File: config.mk
export PLATFORM = sky130hd
export DESIGN_NAME = dtp_out_buf
export DESIGN_NICKNAME = d
export VERILOG_FILES = /design/src/rtl/core/dtp_pkg.sv /design/src/rtl/core/dtp_out_buf.sv
export SDC_FILE = /design/constraint.sdc
export NUM_CORES = 1
export LEC_CHECK = 0
export BUFFER_PORTS_ARGS = -buffer_cell sky130_fd_sc_hd__buf_4
export CAP_MARGIN = 0
export CORE_MARGIN = 8
export CORE_UTILIZATION = 25
export DETAILED_ROUTE_END_ITERATION = 7
export SLEW_MARGIN = 20
export SYNTH_ARGS = -nofsm -noshare
export SYNTH_HDL_FRONTEND = slang
export SYNTH_SLANG_ARGS = --single-unit
File: constraint.sdc
create_clock -name clk -period 8.22 [get_ports clk]
set_clock_uncertainty 0.15 [all_clocks]
set_input_delay 0.411 -clock clk [delete_from_list [all_inputs] [get_ports clk]]
set_output_delay 0.411 -clock clk [all_outputs]
set_load 0.02 [all_outputs]
File: src/rtl/core/dtp_pkg.sv
// Shared types, register indexes and constants of the disparity-to-point core.
package dtp_pkg;

  localparam int DISP_W  = 16;
  localparam int PIX_W   = 12;
  localparam int FB_W    = 26;
  localparam int DEPTH_W = 16;
  localparam int FOCAL_W = 18;
  localparam int CTR_W   = 16;
  localparam int COORD_W = 24;
  localparam int MAG_W   = CTR_W + DEPTH_W;
  localparam int CFG_W   = FB_W;
  localparam int IDX_W   = 3;

  localparam logic [IDX_W-1:0] REG_FOCAL_BASELINE = 3'd0;
  localparam logic [IDX_W-1:0] REG_MIN_DEPTH      = 3'd1;
  localparam logic [IDX_W-1:0] REG_MAX_DEPTH      = 3'd2;
  localparam logic [IDX_W-1:0] REG_FOCAL_X        = 3'd3;
  localparam logic [IDX_W-1:0] REG_FOCAL_Y        = 3'd4;
  localparam logic [IDX_W-1:0] REG_CENTER_X       = 3'd5;
  localparam logic [IDX_W-1:0] REG_CENTER_Y       = 3'd6;

  localparam logic [FB_W-1:0]    RST_FOCAL_BASELINE = 26'd1310816;
  localparam logic [DEPTH_W-1:0] RST_MIN_DEPTH      = 16'd320;
  localparam logic [DEPTH_W-1:0] RST_MAX_DEPTH      = 16'd20000;
  localparam logic [FOCAL_W-1:0] RST_FOCAL_X        = 18'd6893;
  localparam logic [FOCAL_W-1:0] RST_FOCAL_Y        = 18'd6895;
  localparam logic [CTR_W-1:0]   RST_CENTER_X       = 16'd6848;
  localparam logic [CTR_W-1:0]   RST_CENTER_Y       = 16'd3950;

  localparam logic [COORD_W-1:0] SAT_POS     = 24'h7F_FFFF;
  localparam logic [COORD_W-1:0] SAT_NEG_MAG = 24'h80_0000;

  typedef struct packed {
    logic [FB_W-1:0]    focal_baseline;
    logic [DEPTH_W-1:0] min_depth;
    logic [DEPTH_W-1:0] max_depth;
    logic [FOCAL_W-1:0] focal_x;
    logic [FOCAL_W-1:0] focal_y;
    logic [CTR_W-1:0]   center_x;
    logic [CTR_W-1:0]   center_y;
  } cfg_t;

  typedef struct packed {
    logic [COORD_W-1:0] x_mm;
    logic [COORD_W-1:0] y_mm;
    logic [DEPTH_W-1:0] z_mm;
  } point_t;

endpackage

File: src/rtl/core/dtp_out_buf.sv
// Two-entry output buffer that sets the pipeline advance enable.
module dtp_out_buf (
  input  logic            clk,
  input  logic            rst,
  input  logic            in_valid,
  input  dtp_pkg::point_t in_point,
  output logic            en,
  output logic            out_valid,
  input  logic            out_ready,
  output dtp_pkg::point_t out_point
);
  import dtp_pkg::*;

  logic [1:0] count;
  logic [1:0] count_next;
  point_t     slot0;
  point_t     slot1;
  logic       push;
  logic       pop;

  assign out_valid = count != 2'd0;
  assign out_point = slot0;
  assign en        = (count != 2'd2) || out_ready;
  assign push      = in_valid && en;
  assign pop       = out_valid && out_ready;

  always_comb begin
    count_next = count;
    if (push && !pop) begin
      count_next = count + 2'd1;
    end else if (pop && !push) begin
      count_next = count - 2'd1;
    end
  end

  always_ff @(posedge clk) begin
    if (rst) begin
      count <= 2'd0;
    end else begin
      count <= count_next;
    end
  end

  always_ff @(posedge clk) begin
    if (pop) begin
      if (count == 2'd2) begin
        slot0 <= slot1;
        if (push) begin
          slot1 <= in_point;
        end
      end else if (push) begin
        slot0 <= in_point;
      end
    end else if (push) begin
      if (count == 2'd0) begin
        slot0 <= in_point;
      end else begin
        slot1 <= in_point;
      end
    end
  end

endmodule

# [Yosys cells after proc, flatten, opt, wreduce, memory -nomap -nowiden]
# Cells that the tools add are included.
[classes] n_reduce_logical=15 n_eq_ne=5 n_mux=11 add_sub_neg=2
[op_table] operator="$mux W64" count=9
[op_table] operator="$reduce_bool A2 Y1" count=5
[op_table] operator="$ne A2 B2 Y1 const B" count=3
[op_table] operator="$logic_and A1 B1 Y1" count=4
[op_table] operator="$mux W2" count=2
[op_table] operator="$reduce_and A4 Y1" count=1
[op_table] operator="$reduce_and A3 Y1" count=1
[op_table] operator="$add A2 B1 Y2 const B" count=1
[op_table] operator="$eq A2 B2 Y1 const B" count=1
[op_table] operator="$logic_not A1 Y1" count=2
[op_table] operator="$logic_not A2 Y1" count=1
[op_table] operator="$ne A2 B1 Y1 const B" count=1
[op_table] operator="$sub A2 B1 Y2 const B" count=1
[op_table] operator="$logic_or A1 B1 Y1" count=1
[totals] word_cells=40 register_bits=130 in_bits=68 out_inout_bits=66

# [Depth between registers and ports, before layout]
[logic_depth] word_depth=7 depth_mapped=7

# [Worst setup path after synthesis]
# OpenSTA, ideal clock, no wires.
[synth_path] path_kind="register -> register" start="register count[0]" end="register slot1[0] (netlist bit), enable pin" required_ns=7.563 setup_slack_ns=3.348 synth_period_minus_slack_ns=4.872 arrival_ns=4.215 setup_time_ns=0.507 path_stages_with_launch=6 n_path_buf=0 path_cell_list="dfxtp_1 nor2b_4 or2b_1 nand2_1 ha_1 a21oi_1"
[synth_via] elab_chain_len=5 word_cells_on_any_way=12
[synth_rtl] element="start, declared" line="dtp_out_buf.sv:14" rtl="logic [1:0] count;"
[synth_rtl] element="start signal, assigned" line="dtp_out_buf.sv:40" rtl="count <= count_next;"
[synth_rtl] element="$ne A2 B2 Y1 (*)" line="dtp_out_buf.sv:23" rtl="assign en = (count != 2'd2) || out_ready;"
[synth_rtl] element="$logic_or A1 B1 Y1 (*)" line="dtp_out_buf.sv:23"
[synth_rtl] element="named net en" line="dtp_out_buf.sv:7" rtl="output logic en,"
[synth_rtl] element="$logic_and A1 B1 Y1 (*)" line="dtp_out_buf.sv:24" rtl="assign push = in_valid && en;"
[synth_rtl] element="$ne A2 B2 Y1 (no source line) or $reduce_bool A2 Y1 (tied branches)"
[synth_rtl] element="$reduce_and A4 Y1 (no source line) (*)"
[synth_rtl] element="end signal, assigned" line="dtp_out_buf.sv:49" rtl="slot1 <= in_point;"
[synth_rtl] element="end signal, assigned" line="dtp_out_buf.sv:58" rtl="slot1 <= in_point;"
[synth_rtl] element="end, declared" line="dtp_out_buf.sv:17" rtl="point_t slot1;"
# The timed path passes the listed nets; every way through them passes the cells marked *.
# A chain may end at the register's enable or synchronous reset.

# [Worst setup path after layout]
[layout_path] start="register count[0]" end="register slot1[54] (netlist bit), enable pin"
[layout_via] elab_chain_len=5 word_cells_on_any_way=12
[layout_rtl] element="$ne A2 B2 Y1" line="dtp_out_buf.sv:23"
[layout_rtl] element="$logic_or A1 B1 Y1" line="dtp_out_buf.sv:23"
[layout_rtl] element="$logic_and A1 B1 Y1" line="dtp_out_buf.sv:24"
[layout_rtl] element="$ne A2 B2 Y1 (no source line) or $reduce_bool A2 Y1 (tied branches)"
[layout_rtl] element="$reduce_and A4 Y1 (no source line) (*)"
# Mark *: on every way between the ends. The rest lies on a longest branch, timed or not.

==> metrics.txt <==
first-pass GRT wire length=16600 um; num rows=52; sequential share of the synthesized area=75.8%; die area=approximately 25000 um2; Post-synth EDFFs=128; Worst slew margin=43.1%; WHS=0.0361 ns; Worst Path Max Fanout=64; Inserted Diodes=0; Synth Instances=222; Lkg Pwr=2.83 nW; GRT Overall Usage=8.49%; maximum vdd drop=0.240 mV; number of setup buffers added after CTS=0; Avg WL per Cell=15.8 um; Synth Flop Type=edfxtp_1; Post-synth ARST share=0%; Setup CP Type=flip-flop to flip-flop; Placed Instances=roughly 620; Num CTS Buffers=17; Post-route DRC=0; share of layout cells above drive strength 1=between 60 and 70%; Setup WS post-layout=about 5.7 ns; Antenna Nets Post-Route=0; run status=complete, no violations; Final Setup Violations=0; pin count of the biggest net entering global routing=65; Power Internal=1.71 mW; share of power burned in registers=around two fifths; Crit path required time=a little over 8 ns; Initial DRC Count=82; switching pwr=0.611 mW; worst slew pin tran=0.853 ns; Synth area leaders=edfxtp_1 75%, mux2_4 18%, buf_12 2.3%, mux2_2 0.88%, dfxtp_1 0.78%; P&R area growth vs syn=37.6%; critical path's slowest cell=buf_4; CP endpoint kind=flip-flop; chip width=159 um; Yosys warnings=0; Final Critical Period=2.52 ns; maximum clock frequency=a little under 0.4 GHz; routed vias/inst=3.86; clk slew on worst S/H paths=0.06 ns; core area=a little over 20000 um2; Final Non-Filler Cells=between 600 and 700; clock power share=approximately 37%; top-count cell post-synth=edfxtp_1; Max Buffers Root-to-Sink=2; Yosys cell types=20; CP startpoint kind=flip-flop; Clock Sinks=130; Max Cap Viol=0; Syn Std Cell Area=5120 um2; setup TNS=0 ns; H-tree levels=4; Hold WC Path Type=primary input to flip-flop; TritonCTS clock tree=yes; RSZ-0062 raised after global routing=false; I/O pin count=134; Clock Latency Late Sink=0.41 ns; Final Cycle Share=approximately 30%; crit-path max cell delay=about 0.66 ns; Yosys top cell area share=75.1%; Synth top cells by count=128 x edfxtp_1, 60 x mux2_4, 6 x buf_12; grt total ovfl=0; CP Cell Sequence=nor2b_4 > or2b_1 > nand2_1 > ha_1 > a21oi_4 > buf_4; via count=2523; final core occ=a little over a third; GPL Wtd Cong=0.679; Fill cells=1927; root cell of the clock tree=clkbuf_16; initial core utilization=around a quarter; Hold Fails Final Rpt=0; post-synthesis net count=292; total detailed-routing wirelength=10300 um; number of global-route vias before repair=2884; initial antenna violation count=1; final slew viol count=0; Yosys reg bits=130; pwr dens=between 300 and 400 nW/um2; syn_area_per_cell=about 23 um2; Buffers on Ports=approximately 130; pre-CTS setup slack=about 5.7 ns; drt pass-1 iters=4; sw frac=26.3%; cell taking the most area after synthesis=edfxtp_1; Logic pwr share=22.7%; crit path DAT=2.39 ns; nets=441; die height=about 160 um
-- final timing paths --
kind	startpoint	end	slack, ns	cells past startpoint
worst min-delay path	in_point[15]	slot1[15]	0.04	1
worst min register to register	slot1[30]	out_point[30]	0.39	1
worst max register to register	count[0]	slot1[54]	5.70	6
worst max-delay path	count[0]	slot1[54]	5.70	6
-- worst max-delay path: cells and delay by family (launching register included) --
| kind | cells | cell delay [ns] |
|---|---|---|
| simple gates | 3 | 0.40 |
| fa+ha+maj | 1 | 0.25 |
| flops | 1 | 0.49 |
| compound gates | 1 | 0.12 |
| buf+inv | 1 | 0.66 |
-- routing by layer --
metal / track usage (%) / wire length [um]
met4: 3.69 / 144
met3: 4.03 / 798
met1: 10.3 / 4620
met5: 0 / 11
met2: 12.7 / 4770
-- power groups by stage --
| stage | sequential, mW | combinational (mW) | clock (mW) |
|---|---|---|---|
| floorplan | 1.06 | 0.258 | 0 |
| global route | 0.962 | 0.569 | 0.903 |
| global placement | 0.958 | 0.532 | 0 |
| finish | 0.948 | 0.528 | 0.848 |
| CTS | 0.951 | 0.543 | 0.875 |
| detailed placement | 0.963 | 0.542 | 0 |
-- placed cells by master, fill, tap and decap left out --
master | netlist | routed
clkinv_4 | 0 | 2
mux2_2 | 4 | 4
dlygate4sd3_1 | 0 | 1
nor2_1 | 3 | 2
nand2b_1 | 1 | 1
clkinvlp_4 | 0 | 2
nor2b_4 | 1 | 1
and2_1 | 1 | 1
nor2_4 | 0 | 1
clkinv_2 | 0 | 2
clkbuf_1 | 0 | 1
or2b_1 | 2 | 2
mux2_4 | 60 | 60
or2_2 | 1 | 1
nand2_1 | 2 | 2
nand3_1 | 1 | 1
ha_1 | 2 | 2
bufinv_16 | 0 | 6
a31o_2 | 1 | 1
nand2_8 | 1 | 1
buf_4 | 0 | 135
mux2i_1 | 1 | 1
a21oi_4 | 0 | 1
xnor2_1 | 2 | 2
a21oi_1 | 2 | 1
clkinv_1 | 0 | 1
clkbuf_16 | 0 | 17
inv_6 | 0 | 1
dfxtp_1 | 2 | 2
edfxtp_1 | 128 | 128
a2bb2oi_1 | 1 | 1
-- registers in the layout, summed over array words and instances (netlist names) --
signal / cells
out_point: 64
slot1: 64
count: 2
-- logic make-up (layout without fill, tap and decap cells) --
group,count (synthesis),after routing,synth area share (%)
compound gates,4,4,0.538
xor+xnor,2,2,0.342
fa+ha+maj,2,2,0.489
buf+inv,6,168,2.35
flops,130,130,75.8
mux,65,65,18.7
simple gates,13,13,1.78
-- cell type report --
class	count	area, um2	area share [%]
clock buffers	18	429	6.09
clock inverters	14	235	3.34
multi-input cells	86	1140	16.1
flip-flops and latches	130	3880	55.1
well taps	270	338	4.79
repair buffers	136	1020	14.5
-- per-stage QoR --
stage | area (um2) | power, mW
finish | 7050 | 2.32
global route | 7050 | 2.43
global placement | 6370 | 1.49
detailed placement | 6370 | 1.51
CTS | 7050 | 2.37
floorplan | 5120 | 1.32
-- what timing repair did --
action                    4_1_cts  5_1_grt
hold endpoints to repair        1        0
gates resized for setup         0        0
hold buffers                    1        0
(Power assumes the default switching activity.)
