**src/rtl/core/dtp_pkg.sv**
```systemverilog
// Shared types, register indexes and constants of the disparity-to-point core.
package dtp_pkg;

  localparam int DISP_W  = 16;
  localparam int PIX_W   = 12;
  localparam int FB_W    = 26;
  localparam int DEPTH_W = 16;
  localparam int FOCAL_W = 18;
  localparam int CTR_W   = 16;
  localparam int COORD_W = 24;
  localparam int MAG_W   = CTR_W + DEPTH_W;
  localparam int CFG_W   = FB_W;
  localparam int IDX_W   = 3;

  localparam logic [IDX_W-1:0] REG_FOCAL_BASELINE = 3'd0;
  localparam logic [IDX_W-1:0] REG_MIN_DEPTH      = 3'd1;
  localparam logic [IDX_W-1:0] REG_MAX_DEPTH      = 3'd2;
  localparam logic [IDX_W-1:0] REG_FOCAL_X        = 3'd3;
  localparam logic [IDX_W-1:0] REG_FOCAL_Y        = 3'd4;
  localparam logic [IDX_W-1:0] REG_CENTER_X       = 3'd5;
  localparam logic [IDX_W-1:0] REG_CENTER_Y       = 3'd6;

  localparam logic [FB_W-1:0]    RST_FOCAL_BASELINE = 26'd1310816;
  localparam logic [DEPTH_W-1:0] RST_MIN_DEPTH      = 16'd320;
  localparam logic [DEPTH_W-1:0] RST_MAX_DEPTH      = 16'd20000;
  localparam logic [FOCAL_W-1:0] RST_FOCAL_X        = 18'd6893;
  localparam logic [FOCAL_W-1:0] RST_FOCAL_Y        = 18'd6895;
  localparam logic [CTR_W-1:0]   RST_CENTER_X       = 16'd6848;
  localparam logic [CTR_W-1:0]   RST_CENTER_Y       = 16'd3950;

  localparam logic [COORD_W-1:0] SAT_POS     = 24'h7F_FFFF;
  localparam logic [COORD_W-1:0] SAT_NEG_MAG = 24'h80_0000;

  typedef struct packed {
    logic [FB_W-1:0]    focal_baseline;
    logic [DEPTH_W-1:0] min_depth;
    logic [DEPTH_W-1:0] max_depth;
    logic [FOCAL_W-1:0] focal_x;
    logic [FOCAL_W-1:0] focal_y;
    logic [CTR_W-1:0]   center_x;
    logic [CTR_W-1:0]   center_y;
  } cfg_t;

  typedef struct packed {
    logic [COORD_W-1:0] x_mm;
    logic [COORD_W-1:0] y_mm;
    logic [DEPTH_W-1:0] z_mm;
  } point_t;

endpackage

```
**src/rtl/core/dtp_pipe_div.sv**
```systemverilog
// Pipelined restoring divider: one quotient bit per register stage.
module dtp_pipe_div #(
  parameter int NW = 26,
  parameter int DW = 16,
  parameter int SW = 1
) (
  input  logic          clk,
  input  logic          rst,
  input  logic          en,
  input  logic          in_valid,
  input  logic [NW-1:0] num,
  input  logic [DW-1:0] den,
  input  logic [SW-1:0] side,
  output logic          out_valid,
  output logic [NW-1:0] quo,
  output logic [SW-1:0] out_side
);

  logic          valid_q [NW];
  logic [DW-1:0] rem_q   [NW];
  logic [NW-1:0] nq_q    [NW];
  logic [DW-1:0] den_q   [NW];
  logic [SW-1:0] side_q  [NW];

  for (genvar i = 0; i < NW; i++) begin : g_step
    logic          valid_in;
    logic [DW-1:0] rem_in;
    logic [NW-1:0] nq_in;
    logic [DW-1:0] den_in;
    logic [SW-1:0] side_in;
    logic [DW:0]   trial;
    logic          fit;

    if (i == 0) begin : g_first
      assign valid_in = in_valid;
      assign rem_in   = '0;
      assign nq_in    = num;
      assign den_in   = den;
      assign side_in  = side;
    end else begin : g_next
      assign valid_in = valid_q[i-1];
      assign rem_in   = rem_q[i-1];
      assign nq_in    = nq_q[i-1];
      assign den_in   = den_q[i-1];
      assign side_in  = side_q[i-1];
    end

    assign trial = {rem_in, nq_in[NW-1]};
    assign fit   = trial >= {1'b0, den_in};

    always_ff @(posedge clk) begin
      if (rst) begin
        valid_q[i] <= 1'b0;
      end else if (en) begin
        valid_q[i] <= valid_in;
      end
    end

    always_ff @(posedge clk) begin
      if (en) begin
        rem_q[i]  <= fit ? DW'(trial - {1'b0, den_in}) : trial[DW-1:0];
        nq_q[i]   <= {nq_in[NW-2:0], fit};
        den_q[i]  <= den_in;
        side_q[i] <= side_in;
      end
    end
  end

  assign out_valid = valid_q[NW-1];
  assign quo       = nq_q[NW-1];
  assign out_side  = side_q[NW-1];

endmodule

```
**src/rtl/core/dtp_depth.sv**
```systemverilog
// Depth path: pixel clamp, focal-baseline over disparity, depth clamp.
module dtp_depth #(
  parameter int MAX_WIDTH  = 4096,
  parameter int MAX_HEIGHT = 4096
) (
  input  logic                          clk,
  input  logic                          rst,
  input  logic                          en,
  input  dtp_pkg::cfg_t                 cfg,
  input  logic                          in_valid,
  input  logic [dtp_pkg::DISP_W-1:0]    disparity,
  input  logic [dtp_pkg::PIX_W-1:0]     column,
  input  logic [dtp_pkg::PIX_W-1:0]     row,
  output logic                          out_valid,
  output logic [dtp_pkg::DEPTH_W-1:0]   z,
  output logic [dtp_pkg::PIX_W-1:0]     col_out,
  output logic [dtp_pkg::PIX_W-1:0]     row_out
);
  import dtp_pkg::*;

  localparam longint unsigned ColMax = longint'(MAX_WIDTH) - 1;
  localparam longint unsigned RowMax = longint'(MAX_HEIGHT) - 1;

  logic               valid_a;
  logic [DISP_W-1:0]  disp_a;
  logic [PIX_W-1:0]   col_a;
  logic [PIX_W-1:0]   row_a;
  logic [PIX_W-1:0]   col_next;
  logic [PIX_W-1:0]   row_next;

  logic               div_valid;
  logic [FB_W-1:0]    quo;
  logic [2*PIX_W-1:0] div_side;
  logic [FB_W-1:0]    z_low;
  logic [DEPTH_W-1:0] z_next;

  always_comb begin
    col_next = (64'(column) > 64'(ColMax)) ? PIX_W'(ColMax) : column;
    row_next = (64'(row) > 64'(RowMax)) ? PIX_W'(RowMax) : row;
  end

  always_ff @(posedge clk) begin
    if (rst) begin
      valid_a <= 1'b0;
    end else if (en) begin
      valid_a <= in_valid;
    end
  end

  always_ff @(posedge clk) begin
    if (en) begin
      disp_a <= disparity;
      col_a  <= col_next;
      row_a  <= row_next;
    end
  end

  dtp_pipe_div #(
    .NW(FB_W),
    .DW(DISP_W),
    .SW(2*PIX_W)
  ) u_div (
    .clk      (clk),
    .rst      (rst),
    .en       (en),
    .in_valid (valid_a),
    .num      (cfg.focal_baseline),
    .den      (disp_a),
    .side     ({col_a, row_a}),
    .out_valid(div_valid),
    .quo      (quo),
    .out_side (div_side)
  );

  // A zero disparity divides to all ones and so clamps to the upper limit.
  always_comb begin
    z_low  = (quo < FB_W'(cfg.min_depth)) ? FB_W'(cfg.min_depth) : quo;
    z_next = (z_low > FB_W'(cfg.max_depth)) ? cfg.max_depth : z_low[DEPTH_W-1:0];
  end

  always_ff @(posedge clk) begin
    if (rst) begin
      out_valid <= 1'b0;
    end else if (en) begin
      out_valid <= div_valid;
    end
  end

  always_ff @(posedge clk) begin
    if (en) begin
      z       <= z_next;
      col_out <= div_side[2*PIX_W-1:PIX_W];
      row_out <= div_side[PIX_W-1:0];
    end
  end

endmodule

```
**config.mk**
```make
export PLATFORM = sky130hd
export DESIGN_NAME = dtp_depth
export DESIGN_NICKNAME = d
export VERILOG_FILES = /design/src/rtl/core/dtp_pkg.sv /design/src/rtl/core/dtp_pipe_div.sv /design/src/rtl/core/dtp_depth.sv
export SDC_FILE = /design/constraint.sdc
export NUM_CORES = 2
export LEC_CHECK = 0
export BUFFER_PORTS_ARGS = -buffer_cell sky130_fd_sc_hd__clkbuf_2
export CAP_MARGIN = 20
export CELL_PAD_IN_SITES_DETAIL_PLACEMENT = 1
export CELL_PAD_IN_SITES_GLOBAL_PLACEMENT = 2
export CORE_MARGIN = 4
export CORE_UTILIZATION = 50
export CTS_BUF_LIST = sky130_fd_sc_hd__clkbuf_16
export DETAILED_ROUTE_END_ITERATION = 10
export PLACE_DENSITY_LB_ADDON = 0.1
export REMOVE_ABC_BUFFERS = 1
export SYNTH_ARGS = -nofsm -noshare
export SYNTH_HDL_FRONTEND = slang
export SYNTH_SLANG_ARGS = --single-unit
```
**constraint.sdc**
```tcl
create_clock -name clk -period 11.1 [get_ports clk]
set_clock_uncertainty 0.15 [all_clocks]
set_input_delay 2.22 -clock clk [delete_from_list [all_inputs] [get_ports clk]]
set_output_delay 2.22 -clock clk [all_outputs]
set_load 0.005 [all_outputs]
```
== Yosys cells after proc, flatten, opt, wreduce, memory -nomap -nowiden ==
Memory sizes are Yosys's and may differ from the RTL's. A register that Yosys moved wholly into a read port is not among the register bits.
Index checks and enable logic that the tools add are counted.
Word-level totals
  bits in registers: 57
  bits in latches: 0
  memory bits (writable): 2158
  ROM bits: 0
  output and inout bits: 41
  memories: 5
Cells by class
  add/subtract/negate cells: 26
  multipliers: 0
  div/mod/pow operators: 0
  magnitude comparators: 28
  eq/ne operators: 0
  shift operators: 0
  mux-type cells: 60
  bitwise operators: 26
  reduce and logical (&&, ||, !) cells: 0
Memories
  u_div.nq_q: words 26, bits a word 26, rd ports 26, clocked after Yosys merged registers in 0, write ports 26, line dtp_pipe_div.sv:21  | logic [NW-1:0] nq_q [NW];
  u_div.side_q: words 26, bits a word 24, rd ports 26, clocked after Yosys merged registers in 1, write ports 26, line dtp_pipe_div.sv:23  | logic [SW-1:0] side_q [NW];
  u_div.den_q: words 26, bits a word 16, rd ports 25, clocked after Yosys merged registers in 0, write ports 26, line dtp_pipe_div.sv:22  | logic [DW-1:0] den_q [NW];
  u_div.rem_q: words 26, bits a word 16, rd ports 25, clocked after Yosys merged registers in 0, write ports 26, line dtp_pipe_div.sv:20  | logic [DW-1:0] rem_q [NW];
  u_div.valid_q: words 26, bits a word 1, rd ports 26, clocked after Yosys merged registers in 1, write ports 26, line dtp_pipe_div.sv:19  | logic valid_q [NW];
Operators by type and width (number)
  16-bit 2-to-1 mux: 27
  17-bit by 16-bit >= comparator with 1-bit output: 25
  16-bit subtractor: 25
  1-bit 2-to-1 mux: 32
  26-bit by 16-bit greater-than comparator with 1-bit output: 1
  26-bit by 16-bit < comparator with 1-bit output: 1
  26-bit 2-to-1 mux: 1
  1-bit OR: 26
  1-bit by 16-bit >= comparator with 1-bit output: 1
  1-bit by 16-bit subtractor with 16-bit output: 1

== Logic depth before layout (Yosys ltp) ==
An unclocked memory read counts as a cell.
  depth in word-level cells: 5
  gate-level depth with buffers: 19

== Modules after synthesis ==
From an unflattened synthesis, not the netlist that was laid out.
Unflattened totals
  cell total of the unflattened synthesis: 5852
  area total of the unflattened synthesis: 91420.2 µm²
By module, submodules not included
  dtp_pipe_div: times used 1, cells each 5614, area each 87714.1 µm², sequential area each 63841.2 µm²
  dtp_depth: times used 1, cells each 238, area each 3706.1 µm², sequential area each 2442.3 µm²

== Worst setup path before layout ==
Ideal clock, no wire load.
  path kind: in2reg
  start point: in cfg[99] (netlist name)
  end point: reg z[10] (netlist name), data pin
  library setup time: 260 ps
  data arrival time: 5988 ps
  data required time: 10690 ps
  setup slack: 4702 ps
  stages on the path: 17
  cells stage by stage: inv_1 ha_1 nand3_1 or4_1 o221ai_2 buf_2 mux2_2 ha_1 nor2b_1 o21ai_0 nand2b_1 a21oi_1 nor3_1 o31ai_1 a21oi_1 clkbuf_1 mux2_2
Between the ends
  cells in the longest elaborated chain, start to end: 4
RTL lines
  from (decl): line dtp_depth.sv:9  | input dtp_pkg::cfg_t cfg,
  26-bit by 16-bit < comparator with 1-bit output: line dtp_depth.sv:77  | z_low = (quo < FB_W'(cfg.min_depth)) ? FB_W'(cfg.min_depth) : quo;
  26-bit 2-to-1 mux (*): line dtp_depth.sv:77
  26-bit by 16-bit greater-than comparator with 1-bit output: line dtp_depth.sv:78  | z_next = (z_low > FB_W'(cfg.max_depth)) ? cfg.max_depth : z_low[DEPTH_W-1:0];
  16-bit 2-to-1 mux (*): line dtp_depth.sv:78
  via z_next[10]: line dtp_depth.sv:35  | logic [DEPTH_W-1:0] z_next;
  to (signal assigned): line dtp_depth.sv:91  | z <= z_next;
  to (decl): line dtp_depth.sv:15  | output logic [dtp_pkg::DEPTH_W-1:0] z,
Mark *: on every way through the listed nets, which the timed path passes. The rest lies on a longest branch.
A chain may end at the register's enable or synchronous reset.

== Worst setup path in the final report ==
  start point: in cfg[85] (netlist name)
  end point: reg z[11] (netlist name), data pin
Same word-level chain as after synthesis.

==> metrics.md <==
| Metric | Value |
|---|---|
| Run status | `finished clean` |
| Rel. slew slack | `between 20% and 30%` |
| Worst setup SP type | `input port` |
| Placer Congestion | `0.813` |
| Die height | `roughly 430 µm` |
| Root buf cell | `clkbuf_16` |
| Antenna violations before repair | `5` |
| Final Critical Period | `5600 ps` |
| CTS sink cnt | `approximately 2200` |
| Final hold vios | `0` |
| Vias post-DR | `between 40000 and 50000` |
| Register area share after synthesis | `72.7%` |
| Initial DRC count | `between 2000 and 3000` |
| Hold Crit Start | `u_div.nq_q[2][78]` |
| Power Density | `260 mW/mm²` |
| Clock network latency to the later pin of the worst-skew pair | `about 870 ps` |
| # nets final | `just under 7000` |
| Synth unique cells | `76` |
| Post-synthesis instance area | `0.0911 mm²` |
| Worst r2r src | `u_div.nq_q[3][51]` |
| Crit-path max FO | `16` |
| P_leak | `between 30 and 40 nW` |
| Number of global-route vias before repair | `between 40000 and 50000` |
| CP arrival | `slightly above 6000 ps` |
| Commonest non-fill, non-tap cell in the layout | `edfxtp_1` |
| Die X | `about 430 µm` |
| Yosys top cell by area | `edfxtp_1` |
| Vias/cell | `about 5.4` |
| Max Clock Freq | `between 150 and 200 MHz` |
| Worst setup EP type | `flop` |
| Post_cts resized | `0` |
| WS Path Type | `input port to flop` |
| Final setup viols | `0` |
| Die ar. | `about 0.19 mm²` |
| Antenna-violating nets left | `0` |
| Worst slew pin tran | `1120 ps` |
| Most frequent cells in the layout | `2206 x edfxtp_1, 563 x inv_1, 433 x ha_1` |
| Synth Flop Type | `edfxtp_1` |
| Unrepaired setup endpoints after global routing | `false` |
| Post-CTS Setup Bufs | `0` |
| Period utilization | `about 50%` |
| Final Routed Wirelength | `between 150000 and 200000 µm` |
| Seq cells post-synth | `about 2200` |
| FP Rows | `between 150 and 200` |
| CORE AREA | `between 0.15 and 0.2 mm²` |
| Initial cell density of the core | `50.4%` |
| Ys Warns | `0` |
| Post-synth EDFFs | `2206` |
| DP HPWL | `115000 µm` |
| Number of port buffers | `between 100 and 150` |
| Post-route DRC | `0` |
| Critical path origin | `cfg[85]` |
| Routed wire length per instance | `~19 µm` |
| Worst Hold Class | `flop to flop` |
| WHS | `approximately 230 ps` |
| Clock transition at path regs | `about 60 ps` |
| Clock Path Buffers | `3` |
| Total grt overflow | `0` |
| H-tree depth | `4` |
| Total track usage | `between 10% and 20%` |
| TritonCTS clock tree | `done` |
| Final Max Tran Viols | `0` |
| Area Growth Syn to Fin | `12.8%` |
| Inserted Clock Buffers | `around 220` |
| Worst IR drop on VDD | `roughly 150 µV` |
| Share of layout cells above drive strength 1 | `12.0%` |
| # Max-Cap Violations | `0` |
| Post-Syn Instances | `between 5000 and 6000` |
| Setup TNS | `0 ps` |
| Largest net degree at the start of global routing | `between 200 and 250` |
| CTS Hold Bufs | `0` |
| Post-synth top area share | `around 73%` |
| DRT Pass-1 Iters | `5` |
| Most area-consuming cells after synthesis | `edfxtp_1 73%, ha_1 5.9%, mux2_2 2.3%, inv_1 2.2%, o21ai_0 1.7%` |
| Ys async rst share | `0%` |
| CP required | `approximately 12000 ps` |
| IO Pins | `211` |
| Mapped Avg Cell Area | `15.5 µm²` |
| First-pass GRT wire length | `about 270000 µm` |
state kept, by name (all words and copies together) (netlist names):
register	cells
u_div.side_q	624
u_div.valid_q	26
u_div.nq_q	676
u_div.rem_q	400
disp_a	16
z	16
col_out	12
col_a	12
out_valid	1
row_out	12
valid_a	1
u_div.den_q	400
row_a	12
path summary, 6_finish.rpt:
check                           slack (ps)  cells past startpoint                 end
worst max-delay path                  5500                     20               z[11]
worst min-delay path                   230                      0  u_div.nq_q[2][105]
worst max register to register        6210                     16               z[11]
worst min register to register         230                      0  u_div.nq_q[2][105]
through the flow:
| step | setup WS (ps) | cell area, µm² | power (mW) | instances | util (%) |
|---|---|---|---|---|---|
| final | 5500 | 103000 | 26.7 | 8773 | 56.8 |
| after floorplan | 4560 | 90900 | 17.0 | 5801 | - |
| after global routing | 5280 | 103000 | 28.4 | 8773 | 56.8 |
| after CTS | 5450 | 103000 | 27.0 | 8769 | 56.8 |
| after detailed placement | 4510 | 95100 | 19.2 | 8352 | 52.5 |
| after global placement | 4510 | 95000 | 19.0 | 8349 | 52.5 |
metal layers:
metal  up-vias  GRT usage [%]  share of wire, %
li1      22897              -                 -
met1     23195           23.4                44
met2       605           29.9                49
met3       282           3.02               3.4
met4         0           6.02               3.0
met5         -              0                 0
kinds of logic (layout without fill, tap and decap cells):
| logic type | Yosys count | count (layout) | synth area share, % |
|---|---|---|---|
| flops | 2208 | 2208 | 72.7 |
| compound gates | 1118 | 1118 | 7.80 |
| simple gates | 1042 | 1042 | 5.65 |
| buf+inv | 594 | 1131 | 2.47 |
| fa+ha+maj | 457 | 457 | 6.47 |
| xor+xnor | 238 | 238 | 2.29 |
| mux | 208 | 208 | 2.58 |
| other cells | 0 | 1 | 0 |
area by class of cell:
type | instances | area, µm²
well taps | 2370 | 2970
clock inverters | 193 | 2070
flip-flops and latches | 2208 | 66300
clock buffers | 224 | 5610
fillers | 16853 | 78100
diodes | 1 | 2.50
repair buffers | 184 | 1190
inverters | 530 | 1990
multi-input cells | 3063 | 22700
Yosys cell counts, drive strengths merged (56+ instances only):
master and number:
ha 433, a21o 91, a21oi 274, mux2 195, clkbuf 58, edfxtp 2206, inv 530, nor2b 64
o21ai 325, nand2 224, nand2b 56, o21a 65, nand3 83, xor2 97, nor3 56, nor2 309
xnor2 141
worst max-delay path: stages:
cell and delay [ps]:
clkbuf_2 90, inv_1 40, ha_1 270, a21o_1 150
a21oi_1 150, o21ai_0 160, a2111oi_1 520, o221ai_2 170
buf_4 240, mux2_2 320, ha_1 290, nor2b_1 140
o21ai_0 140, nand2b_1 70, a21oi_1 180, nor3_1 60
o31ai_1 210, a21oi_1 100, buf_4 220, mux2_2 300
power by group:
group / internal, mW / switching [mW]
clock network: 4.46 / 3.15
registers: 10.9 / 0.620
logic: 3.31 / 4.24
No activity file was read; power rests on OpenSTA's default activity.
