<file path="config.mk">
export PLATFORM = sky130hd
export DESIGN_NAME = dtp_project
export DESIGN_NICKNAME = d
export VERILOG_FILES = /design/src/rtl/core/dtp_pkg.sv /design/src/rtl/core/dtp_pipe_div.sv /design/src/rtl/core/dtp_project.sv
export SDC_FILE = /design/constraint.sdc
export NUM_CORES = 2
export LEC_CHECK = 0
export BUFFER_PORTS_ARGS = -buffer_cell sky130_fd_sc_hd__buf_2
export CORE_MARGIN = 3
export CORE_UTILIZATION = 25
export CTS_CLUSTER_SIZE = 30
export DETAILED_ROUTE_END_ITERATION = 8
export GPL_ROUTABILITY_DRIVEN = 1
export PLACE_DENSITY = 0.38
export SLEW_MARGIN = 20
export SYNTH_ARGS = -nofsm -noshare
export SYNTH_HDL_FRONTEND = slang
export SYNTH_SLANG_ARGS = --single-unit
</file>
<file path="constraint.sdc">
create_clock -name clk -period 6.5 [get_ports clk]
set_input_delay 0.65 -clock clk [delete_from_list [all_inputs] [get_ports clk]]
set_output_delay 0.65 -clock clk [all_outputs]
set_load 0.02 [all_outputs]
</file>
<file path="src/rtl/core/dtp_pkg.sv">
// Shared types, register indexes and constants of the disparity-to-point core.
package dtp_pkg;

  localparam int DISP_W  = 16;
  localparam int PIX_W   = 12;
  localparam int FB_W    = 26;
  localparam int DEPTH_W = 16;
  localparam int FOCAL_W = 18;
  localparam int CTR_W   = 16;
  localparam int COORD_W = 24;
  localparam int MAG_W   = CTR_W + DEPTH_W;
  localparam int CFG_W   = FB_W;
  localparam int IDX_W   = 3;

  localparam logic [IDX_W-1:0] REG_FOCAL_BASELINE = 3'd0;
  localparam logic [IDX_W-1:0] REG_MIN_DEPTH      = 3'd1;
  localparam logic [IDX_W-1:0] REG_MAX_DEPTH      = 3'd2;
  localparam logic [IDX_W-1:0] REG_FOCAL_X        = 3'd3;
  localparam logic [IDX_W-1:0] REG_FOCAL_Y        = 3'd4;
  localparam logic [IDX_W-1:0] REG_CENTER_X       = 3'd5;
  localparam logic [IDX_W-1:0] REG_CENTER_Y       = 3'd6;

  localparam logic [FB_W-1:0]    RST_FOCAL_BASELINE = 26'd1310816;
  localparam logic [DEPTH_W-1:0] RST_MIN_DEPTH      = 16'd320;
  localparam logic [DEPTH_W-1:0] RST_MAX_DEPTH      = 16'd20000;
  localparam logic [FOCAL_W-1:0] RST_FOCAL_X        = 18'd6893;
  localparam logic [FOCAL_W-1:0] RST_FOCAL_Y        = 18'd6895;
  localparam logic [CTR_W-1:0]   RST_CENTER_X       = 16'd6848;
  localparam logic [CTR_W-1:0]   RST_CENTER_Y       = 16'd3950;

  localparam logic [COORD_W-1:0] SAT_POS     = 24'h7F_FFFF;
  localparam logic [COORD_W-1:0] SAT_NEG_MAG = 24'h80_0000;

  typedef struct packed {
    logic [FB_W-1:0]    focal_baseline;
    logic [DEPTH_W-1:0] min_depth;
    logic [DEPTH_W-1:0] max_depth;
    logic [FOCAL_W-1:0] focal_x;
    logic [FOCAL_W-1:0] focal_y;
    logic [CTR_W-1:0]   center_x;
    logic [CTR_W-1:0]   center_y;
  } cfg_t;

  typedef struct packed {
    logic [COORD_W-1:0] x_mm;
    logic [COORD_W-1:0] y_mm;
    logic [DEPTH_W-1:0] z_mm;
  } point_t;

endpackage

</file>
<file path="src/rtl/core/dtp_pipe_div.sv">
// Pipelined restoring divider: one quotient bit per register stage.
module dtp_pipe_div #(
  parameter int NW = 26,
  parameter int DW = 16,
  parameter int SW = 1
) (
  input  logic          clk,
  input  logic          rst,
  input  logic          en,
  input  logic          in_valid,
  input  logic [NW-1:0] num,
  input  logic [DW-1:0] den,
  input  logic [SW-1:0] side,
  output logic          out_valid,
  output logic [NW-1:0] quo,
  output logic [SW-1:0] out_side
);

  logic          valid_q [NW];
  logic [DW-1:0] rem_q   [NW];
  logic [NW-1:0] nq_q    [NW];
  logic [DW-1:0] den_q   [NW];
  logic [SW-1:0] side_q  [NW];

  for (genvar i = 0; i < NW; i++) begin : g_step
    logic          valid_in;
    logic [DW-1:0] rem_in;
    logic [NW-1:0] nq_in;
    logic [DW-1:0] den_in;
    logic [SW-1:0] side_in;
    logic [DW:0]   trial;
    logic          fit;

    if (i == 0) begin : g_first
      assign valid_in = in_valid;
      assign rem_in   = '0;
      assign nq_in    = num;
      assign den_in   = den;
      assign side_in  = side;
    end else begin : g_next
      assign valid_in = valid_q[i-1];
      assign rem_in   = rem_q[i-1];
      assign nq_in    = nq_q[i-1];
      assign den_in   = den_q[i-1];
      assign side_in  = side_q[i-1];
    end

    assign trial = {rem_in, nq_in[NW-1]};
    assign fit   = trial >= {1'b0, den_in};

    always_ff @(posedge clk) begin
      if (rst) begin
        valid_q[i] <= 1'b0;
      end else if (en) begin
        valid_q[i] <= valid_in;
      end
    end

    always_ff @(posedge clk) begin
      if (en) begin
        rem_q[i]  <= fit ? DW'(trial - {1'b0, den_in}) : trial[DW-1:0];
        nq_q[i]   <= {nq_in[NW-2:0], fit};
        den_q[i]  <= den_in;
        side_q[i] <= side_in;
      end
    end
  end

  assign out_valid = valid_q[NW-1];
  assign quo       = nq_q[NW-1];
  assign out_side  = side_q[NW-1];

endmodule

</file>
<file path="src/rtl/core/dtp_project.sv">
// Projection path: offset from principal point, times depth, over focal length.
module dtp_project (
  input  logic                          clk,
  input  logic                          rst,
  input  logic                          en,
  input  logic                          in_valid,
  input  logic [dtp_pkg::PIX_W-1:0]     pix,
  input  logic [dtp_pkg::CTR_W-1:0]     center,
  input  logic [dtp_pkg::FOCAL_W-1:0]   focal,
  input  logic [dtp_pkg::DEPTH_W-1:0]   z,
  output logic                          out_valid,
  output logic [dtp_pkg::COORD_W-1:0]   coord,
  output logic [dtp_pkg::DEPTH_W-1:0]   z_out
);
  import dtp_pkg::*;

  localparam int SideW = DEPTH_W + 2;

  logic               valid_a;
  logic [CTR_W-1:0]   off_a;
  logic               neg_a;
  logic [DEPTH_W-1:0] z_a;
  logic [CTR_W-1:0]   p16;
  logic               neg_next;

  logic               valid_b;
  logic [MAG_W-1:0]   mag_b;
  logic               neg_b;
  logic [DEPTH_W-1:0] z_b;

  logic               div_valid;
  logic [MAG_W-1:0]   quo;
  logic [SideW-1:0]   div_side;
  logic               div_neg;
  logic               div_zero;
  logic [COORD_W-1:0] sat_mag;
  logic [COORD_W-1:0] coord_next;

  assign p16      = {pix, 4'b0000};
  assign neg_next = center > p16;

  always_ff @(posedge clk) begin
    if (rst) begin
      valid_a <= 1'b0;
      valid_b <= 1'b0;
    end else if (en) begin
      valid_a <= in_valid;
      valid_b <= valid_a;
    end
  end

  always_ff @(posedge clk) begin
    if (en) begin
      off_a <= neg_next ? (center - p16) : (p16 - center);
      neg_a <= neg_next;
      z_a   <= z;
      mag_b <= MAG_W'(off_a) * MAG_W'(z_a);
      neg_b <= neg_a;
      z_b   <= z_a;
    end
  end

  dtp_pipe_div #(
    .NW(MAG_W),
    .DW(FOCAL_W),
    .SW(SideW)
  ) u_div (
    .clk      (clk),
    .rst      (rst),
    .en       (en),
    .in_valid (valid_b),
    .num      (mag_b),
    .den      (focal),
    .side     ({neg_b, (mag_b == '0), z_b}),
    .out_valid(div_valid),
    .quo      (quo),
    .out_side (div_side)
  );

  assign div_neg  = div_side[SideW-1];
  assign div_zero = div_side[SideW-2];

  // A zero focal length divides to all ones and so saturates, unless the product is zero.
  always_comb begin
    if (div_neg) begin
      sat_mag    = (quo > MAG_W'(SAT_NEG_MAG)) ? SAT_NEG_MAG : quo[COORD_W-1:0];
      coord_next = COORD_W'(0) - sat_mag;
    end else begin
      sat_mag    = (quo > MAG_W'(SAT_POS)) ? SAT_POS : quo[COORD_W-1:0];
      coord_next = sat_mag;
    end
    if (div_zero) begin
      coord_next = '0;
    end
  end

  always_ff @(posedge clk) begin
    if (rst) begin
      out_valid <= 1'b0;
    end else if (en) begin
      out_valid <= div_valid;
    end
  end

  always_ff @(posedge clk) begin
    if (en) begin
      coord <= coord_next;
      z_out <= div_side[DEPTH_W-1:0];
    end
  end

endmodule

</file>
# ---- Word-level counts from Yosys, hierarchy flattened
# Memory sizes are Yosys's and may differ from the RTL's. A register that Yosys moved wholly into a read port is not among the register bits.
# Index checks and enable logic that the tools add are counted.
dict set report word_totals {
  ff_bits 124
  inputBits 66
  n_memories 5
  ram_bits 2784
}
dict set report classes {
  n_mul 1
  bitwise 32
  magnitude_cmp 35
  reduce_logical 1
  addsub 35
  muxes 74
}
# memory words word_bits read_ports rd_ports_with_merged_regs write_ports line
set mem_list {}
lappend mem_list {u_div.nq_q 32 32 32 0 32 dtp_pipe_div.sv:21} ;# logic [NW-1:0] nq_q [NW];
lappend mem_list {u_div.den_q 32 18 31 0 32 dtp_pipe_div.sv:22} ;# logic [DW-1:0] den_q [NW];
lappend mem_list {u_div.rem_q 32 18 31 0 32 dtp_pipe_div.sv:20} ;# logic [DW-1:0] rem_q [NW];
lappend mem_list {u_div.side_q 32 18 32 0 32 dtp_pipe_div.sv:23} ;# logic [SW-1:0] side_q [NW];
lappend mem_list {u_div.valid_q 32 1 32 1 32 dtp_pipe_div.sv:19} ;# logic valid_q [NW];
# op n
set op_table {}
lappend op_table {{$ge A19 B18 Y1} 31}
lappend op_table {{$mux W18} 32}
lappend op_table {{$sub A18 B18 Y18} 31}
lappend op_table {{$mux W24} 3}
lappend op_table {{$mux W1} 38}
lappend op_table {{$gt A32 B23 Y1 const B} 1}
lappend op_table {{$gt A32 B24 Y1 const B} 1}
lappend op_table {{$logic_not A32 Y1} 1}
lappend op_table {{$mul A16 B16 Y32} 1}
lappend op_table {{$or A1 B1 Y1} 32}
lappend op_table {{$sub A16 B16 Y16} 2}
lappend op_table {{$sub A1 B24 Y24 const A} 1}
lappend op_table {{$ge A1 B18 Y1} 1}
lappend op_table {{$sub A1 B18 Y18} 1}
lappend op_table {{$gt A16 B16 Y1} 1}
lappend op_table {{$mux W16} 1}

# ---- Depth between registers and ports, before layout
# An unclocked memory read counts as a cell.
dict set report logic_depth {
  depth_word 5
  depth_mapped 24
  depth_no_buf 23
}

# ---- Cells and area by module
# A second synthesis with hierarchy kept.
dict set report unflattened {
  hier_cells 9608
  hier_area_um2 132408.2
}
# mod seq_area_each_um2 cells_each area_per_inst_um2 n_inst
set modules_own_cells {}
lappend modules_own_cells {dtp_pipe_div 82519.1 8121 117858.0 1}
lappend modules_own_cells {dtp_project 3723.6 1487 14550.2 1}

# ---- Worst setup path after synthesis
# Ideal clock, no wire load.
dict set report synth_path {
  path_kind {reg2reg}
  start {register z_a[6]}
  end {register mag_b[31] (data pin)}
  slack_ns 0.077
  path_buffers 1
  t_arrival_ns 6.159
  path_stages_with_launch 22
  path_cell_list {edfxtp_1 clkbuf_1 and2_1 fa_1 inv_1 fa_1 fa_1 fa_1 inv_1 fa_1 inv_1 fa_1 inv_1 ha_1 or3_1 or4b_1 a41oi_2 a311o_2 a31oi_1 a311o_1 mux2i_1 nor2_1}
}
dict set report synth_between {
  elab_chain_cells 1
}
# item line
set synth_rtl {}
lappend synth_rtl {{from (decl)} dtp_project.sv:22} ;# logic [DEPTH_W-1:0] z_a;
lappend synth_rtl {{from (signal assigned)} dtp_project.sv:56} ;# z_a <= z;
lappend synth_rtl {{$mul A16 B16 Y32} dtp_project.sv:57} ;# mag_b <= MAG_W'(off_a) * MAG_W'(z_a);
lappend synth_rtl {{to (signal assigned)} dtp_project.sv:57}
lappend synth_rtl {{to (decl)} dtp_project.sv:27} ;# logic [MAG_W-1:0] mag_b;
# No other way between the ends.
# A chain may end at the register's enable or synchronous reset.

# ---- Final worst setup path
# Ends and elaborated chain as after synthesis.

==> results.py <==
metrics = {
    "logic_synthesis": {
        "yosysUniqueCellTypes": 83,
        "syn_inst": 9351,
        "synth_top_area_cell": "edfxtp_1",
        "synth_most_common_cell": "edfxtp_1",
        "yosysSeqAreaShare": 0.6631,
        "synth_edf_count": 2870,
        "synth-seq-cells": 2873,
        "syn-num-nets": 10330,
        "yosys.area_share.simple": 0.07601,
        "synth-xor-area-share": 0.02485,
        "synth_compound_area_frac": 0.08076,
        "ys_warn_count": 0,
        "synth_top_family_by_area": "adder cells",
        "synth_ff_type": "edfxtp_1",
        "synth_commonest_cells": "edfxtp_1, inv_1, ha_1, nand2_1, a21oi_1",
        "synth_fa_ha_area_frac": 0.1008,
        "synth_area_um2": 130100,
        "synthArstFlopShare": 0,
        "synthMuxAreaShare": 0.01977,
        "synth_area_leaders": "edfxtp_1, ha_1, fa_1",
        "synth.avg_cell_area_um2": 13.91,
        "synth_top_area_frac": 0.6626,
    },
    "global_route": {
        "grt_max_degree": 176,
        "grt_overflow": 0,
        "grt_pass1_wl_um": 447800,
        "grt_pass1_vias": 76630,
        "grt.total_usage": 0.1067,
        "antenna_found_initial": 8,
    },
    "setup_path": {
        "crit_slowest_cell": "fa_1",
        "timing.rr.end": "mag_b[31]",
        "critPathRequiredTime_ps": 7200,
        "worstPathCellList": "and2_4, fa_1, inv_2, fa_1, fa_1, fa_1, inv_2, fa_1, inv_2, fa_1, inv_1, ha_2, or3_4, or4b_4, a41oi_2, a311o_2, a31oi_4, a311o_1, mux2i_1, nor2_1",
        "setup.worst_path.start": "z_a[6]",
        "worstSetupPathType": "flop to flop",
        "start_kind": "flop",
        "worst_setup_path_end_kind": "flop",
        "crit_end": "mag_b[31]",
        "critPathArrivalTime_ps": 7180,
        "worst-path-max-fanout": 4,
        "cp_common_cell": "fa_1",
        "r2r_start": "z_a[6]",
        "worstRegToRegCells": 20,
        "cpPeakStageDelay_ps": 560,
        "rrSetupSlack_ps": 30,
    },
    "timing": {
        "finalHoldViolations": 0,
        "fin_crit_ps": 6473,
        "setup_viol": 0,
        "max_freq_mhz": 154.5,
        "tns_ps": 0,
        "final-max-slew-violation-count": 0,
        "worst_slack_ps": 26.66,
        "relSlewSlack": 0.2576,
        "rsz0062_at_grt": "yes",
        "whs_ps": 124.5,
        "clock_skew_ps": 84.98,
        "fin_crit_sh": 0.9959,
        "tightest_slew_ps": 1114,
    },
    "clock_network": {
        "cts-root-buf": "clkbuf_16",
        "cts_tree": "yes",
        "cts_sinks": 2873,
        "numCtsBuffers": 348,
        "clock_path_buffers": 4,
        "ctsHtreeMaxLevel": 5,
        "clkTransAtPathRegs_ps": 60,
        "clock_latency_ps": 950,
    },
    "detailed_routing": {
        "ant_nets": 0,
        "routed_wl_um": 287200,
        "dr.pass1.iters": 5,
        "wl_per_cell_um": 16.85,
        "vias_per_cell": 4.234,
        "drt-initial-drc-count": 3758,
        "vias": 72170,
        "drc": 0,
    },
    "finish": {
        "final_cell_count_no_fill": 17050,
        "ff_latch_area_um2": 86240,
        "fin_area_um2": 151900,
        "area_growth_pct": 16.75,
        "multi_input_area_um2": 39610,
        "fillers": 51740,
        "drive_above_1_share": 0.1059,
        "nets": 10830,
    },
    "die": {
        "placementRows": 264,
        "die-height_um": 727.3,
        "die-area_um2": 529000,
        "start_util": 0.2513,
        "dieWidth_um": 727.3,
        "io_pins": 107,
        "core-area_um2": 517600,
    },
    "hold_path": {
        "hold_class": "input port to flop",
        "min-delay-start": "z[14]",
    },
    "placed_design": {
        "dpl_cell_area_um2": 140100,
        "port_buffers": 106,
        "place_inst": 16380,
        "gp_congestion": 0.8570,
        "post-place-ws_ps": -243.4,
        "hpwl_um": 205100,
    },
    "power_and_ir_drop": {
        "powerDensity_nw_per_um2": 532.2,
        "ir_drop_v": 0.0009706,
        "static-leakage-power_nw": 57.43,
    },
    "job": {
        "maxCapViolCount": 0,
    },
    "outcome": {
        "outcome": "complete, no violations",
    },
}
## sequential cells by signal (all words and copies together) (netlist names), 16 cells and up
name,count
u_div.den_q,558
z_b,16
u_div.valid_q,32
u_div.side_q,576
z_a,16
z_out,16
u_div.rem_q,558
off_a,16
coord,24
u_div.nq_q,1024
mag_b,32
## placed cells by master (no fill, tap or decap), types with 59 or more instances in the layout
| cell type | synthesis | routed |
|---|---|---|
| edfxtp_1 | 2870 | 2870 |
| inv_1 | 1024 | 1019 |
| ha_1 | 688 | 680 |
| nand2_1 | 623 | 620 |
| a21oi_1 | 538 | 536 |
| nor2_1 | 475 | 474 |
| o21ai_0 | 443 | 440 |
| clkbuf_16 | 0 | 350 |
| fa_1 | 225 | 218 |
| xnor2_1 | 216 | 216 |
| mux2_2 | 187 | 187 |
| nor3_1 | 177 | 177 |
| and2_1 | 174 | 171 |
| nand3_1 | 156 | 153 |
| xor2_1 | 153 | 153 |
| buf_4 | 3 | 144 |
| a21o_1 | 140 | 140 |
| o21a_1 | 115 | 115 |
| buf_2 | 41 | 105 |
| nand2b_1 | 98 | 98 |
| o31ai_1 | 88 | 78 |
| clkinv_1 | 0 | 75 |
| clkbuf_1 | 107 | 73 |
| nor2b_1 | 69 | 68 |
| a211oi_1 | 66 | 66 |
| and3_1 | 63 | 63 |
| nand4_1 | 59 | 59 |
| a21boi_0 | 59 | 59 |
## kinds of logic after synthesis
group           Yosys count
simple gates           2071
flops                  2873
fa+ha+maj               913
buf+inv                1183
compound gates         1709
mux                     233
xor+xnor                369
## layer usage
| metal | global-route usage | vias to the layer above | wire, µm |
|---|---|---|---|
| met5 | 0 | - | 0 |
| met4 | 0.04628 | 0 | 12830 |
| met3 | 0.01515 | 630 | 9096 |
| met2 | 0.1988 | 1078 | 149500 |
| met1 | 0.1206 | 35300 | 115700 |
| li1 | - | 35160 | - |
## worst min-delay path by stage
stage,endpoint,cells past startpoint
floorplan,neg_b,0
detailed placement,u_div.nq_q[0][101],0
CTS,off_a[0],1
global placement,u_div.nq_q[1][439],0
finish,z_a[14],1
global route,z_a[14],1
## report_power, final
| part | internal (mW) | total, mW | switching, mW |
|---|---|---|---|
| Combinational | 15.4 | 34.9 | 19.5 |
| Clock | 11.1 | 19.0 | 7.89 |
| Sequential | 25.4 | 26.9 | 1.52 |
## worst max-delay path: cells and delay by family (launching register included)
family / cells / cell delay, ps
AND/OR/NAND/NOR: 4 / 1060
multiplexers: 1 / 170
buffers and inverters: 4 / 180
AO/OA/AOI/OAI: 4 / 1050
flip-flops: 1 / 470
adder cells (fa/ha/maj): 7 / 3340
## per-stage QoR
step / utilization / power (mW)
6_report: 0.2934 / 80.82
5_1_grt: 0.2934 / 87.39
4_1_cts: 0.2930 / 81.13
3_5_place_dp: 0.2707 / 60.70
3_3_place_gp: 0.2707 / 60.78
2_1_floorplan: - / 50.07
## timing repair
item                                    CTS  global route
buffers inserted                          4             4
pin swaps                                14            28
resized for setup                        21            31
hold buffers                             35             0
endpoints found under the hold margin    36             0
endpoints found under the setup margin    8             8
## layout make-up
type                    instances  share of cell area
clock buffers                 425             0.05966
inverters                    1025             0.02534
well taps                    6916             0.05698
flip-flops and latches       2873              0.5679
clock inverters               200             0.01334
repair buffers                310             0.01593
diodes                          2          0.00003296
multi-input cells            5295              0.2608
Note: power is estimated with default switching activity, not from simulation.
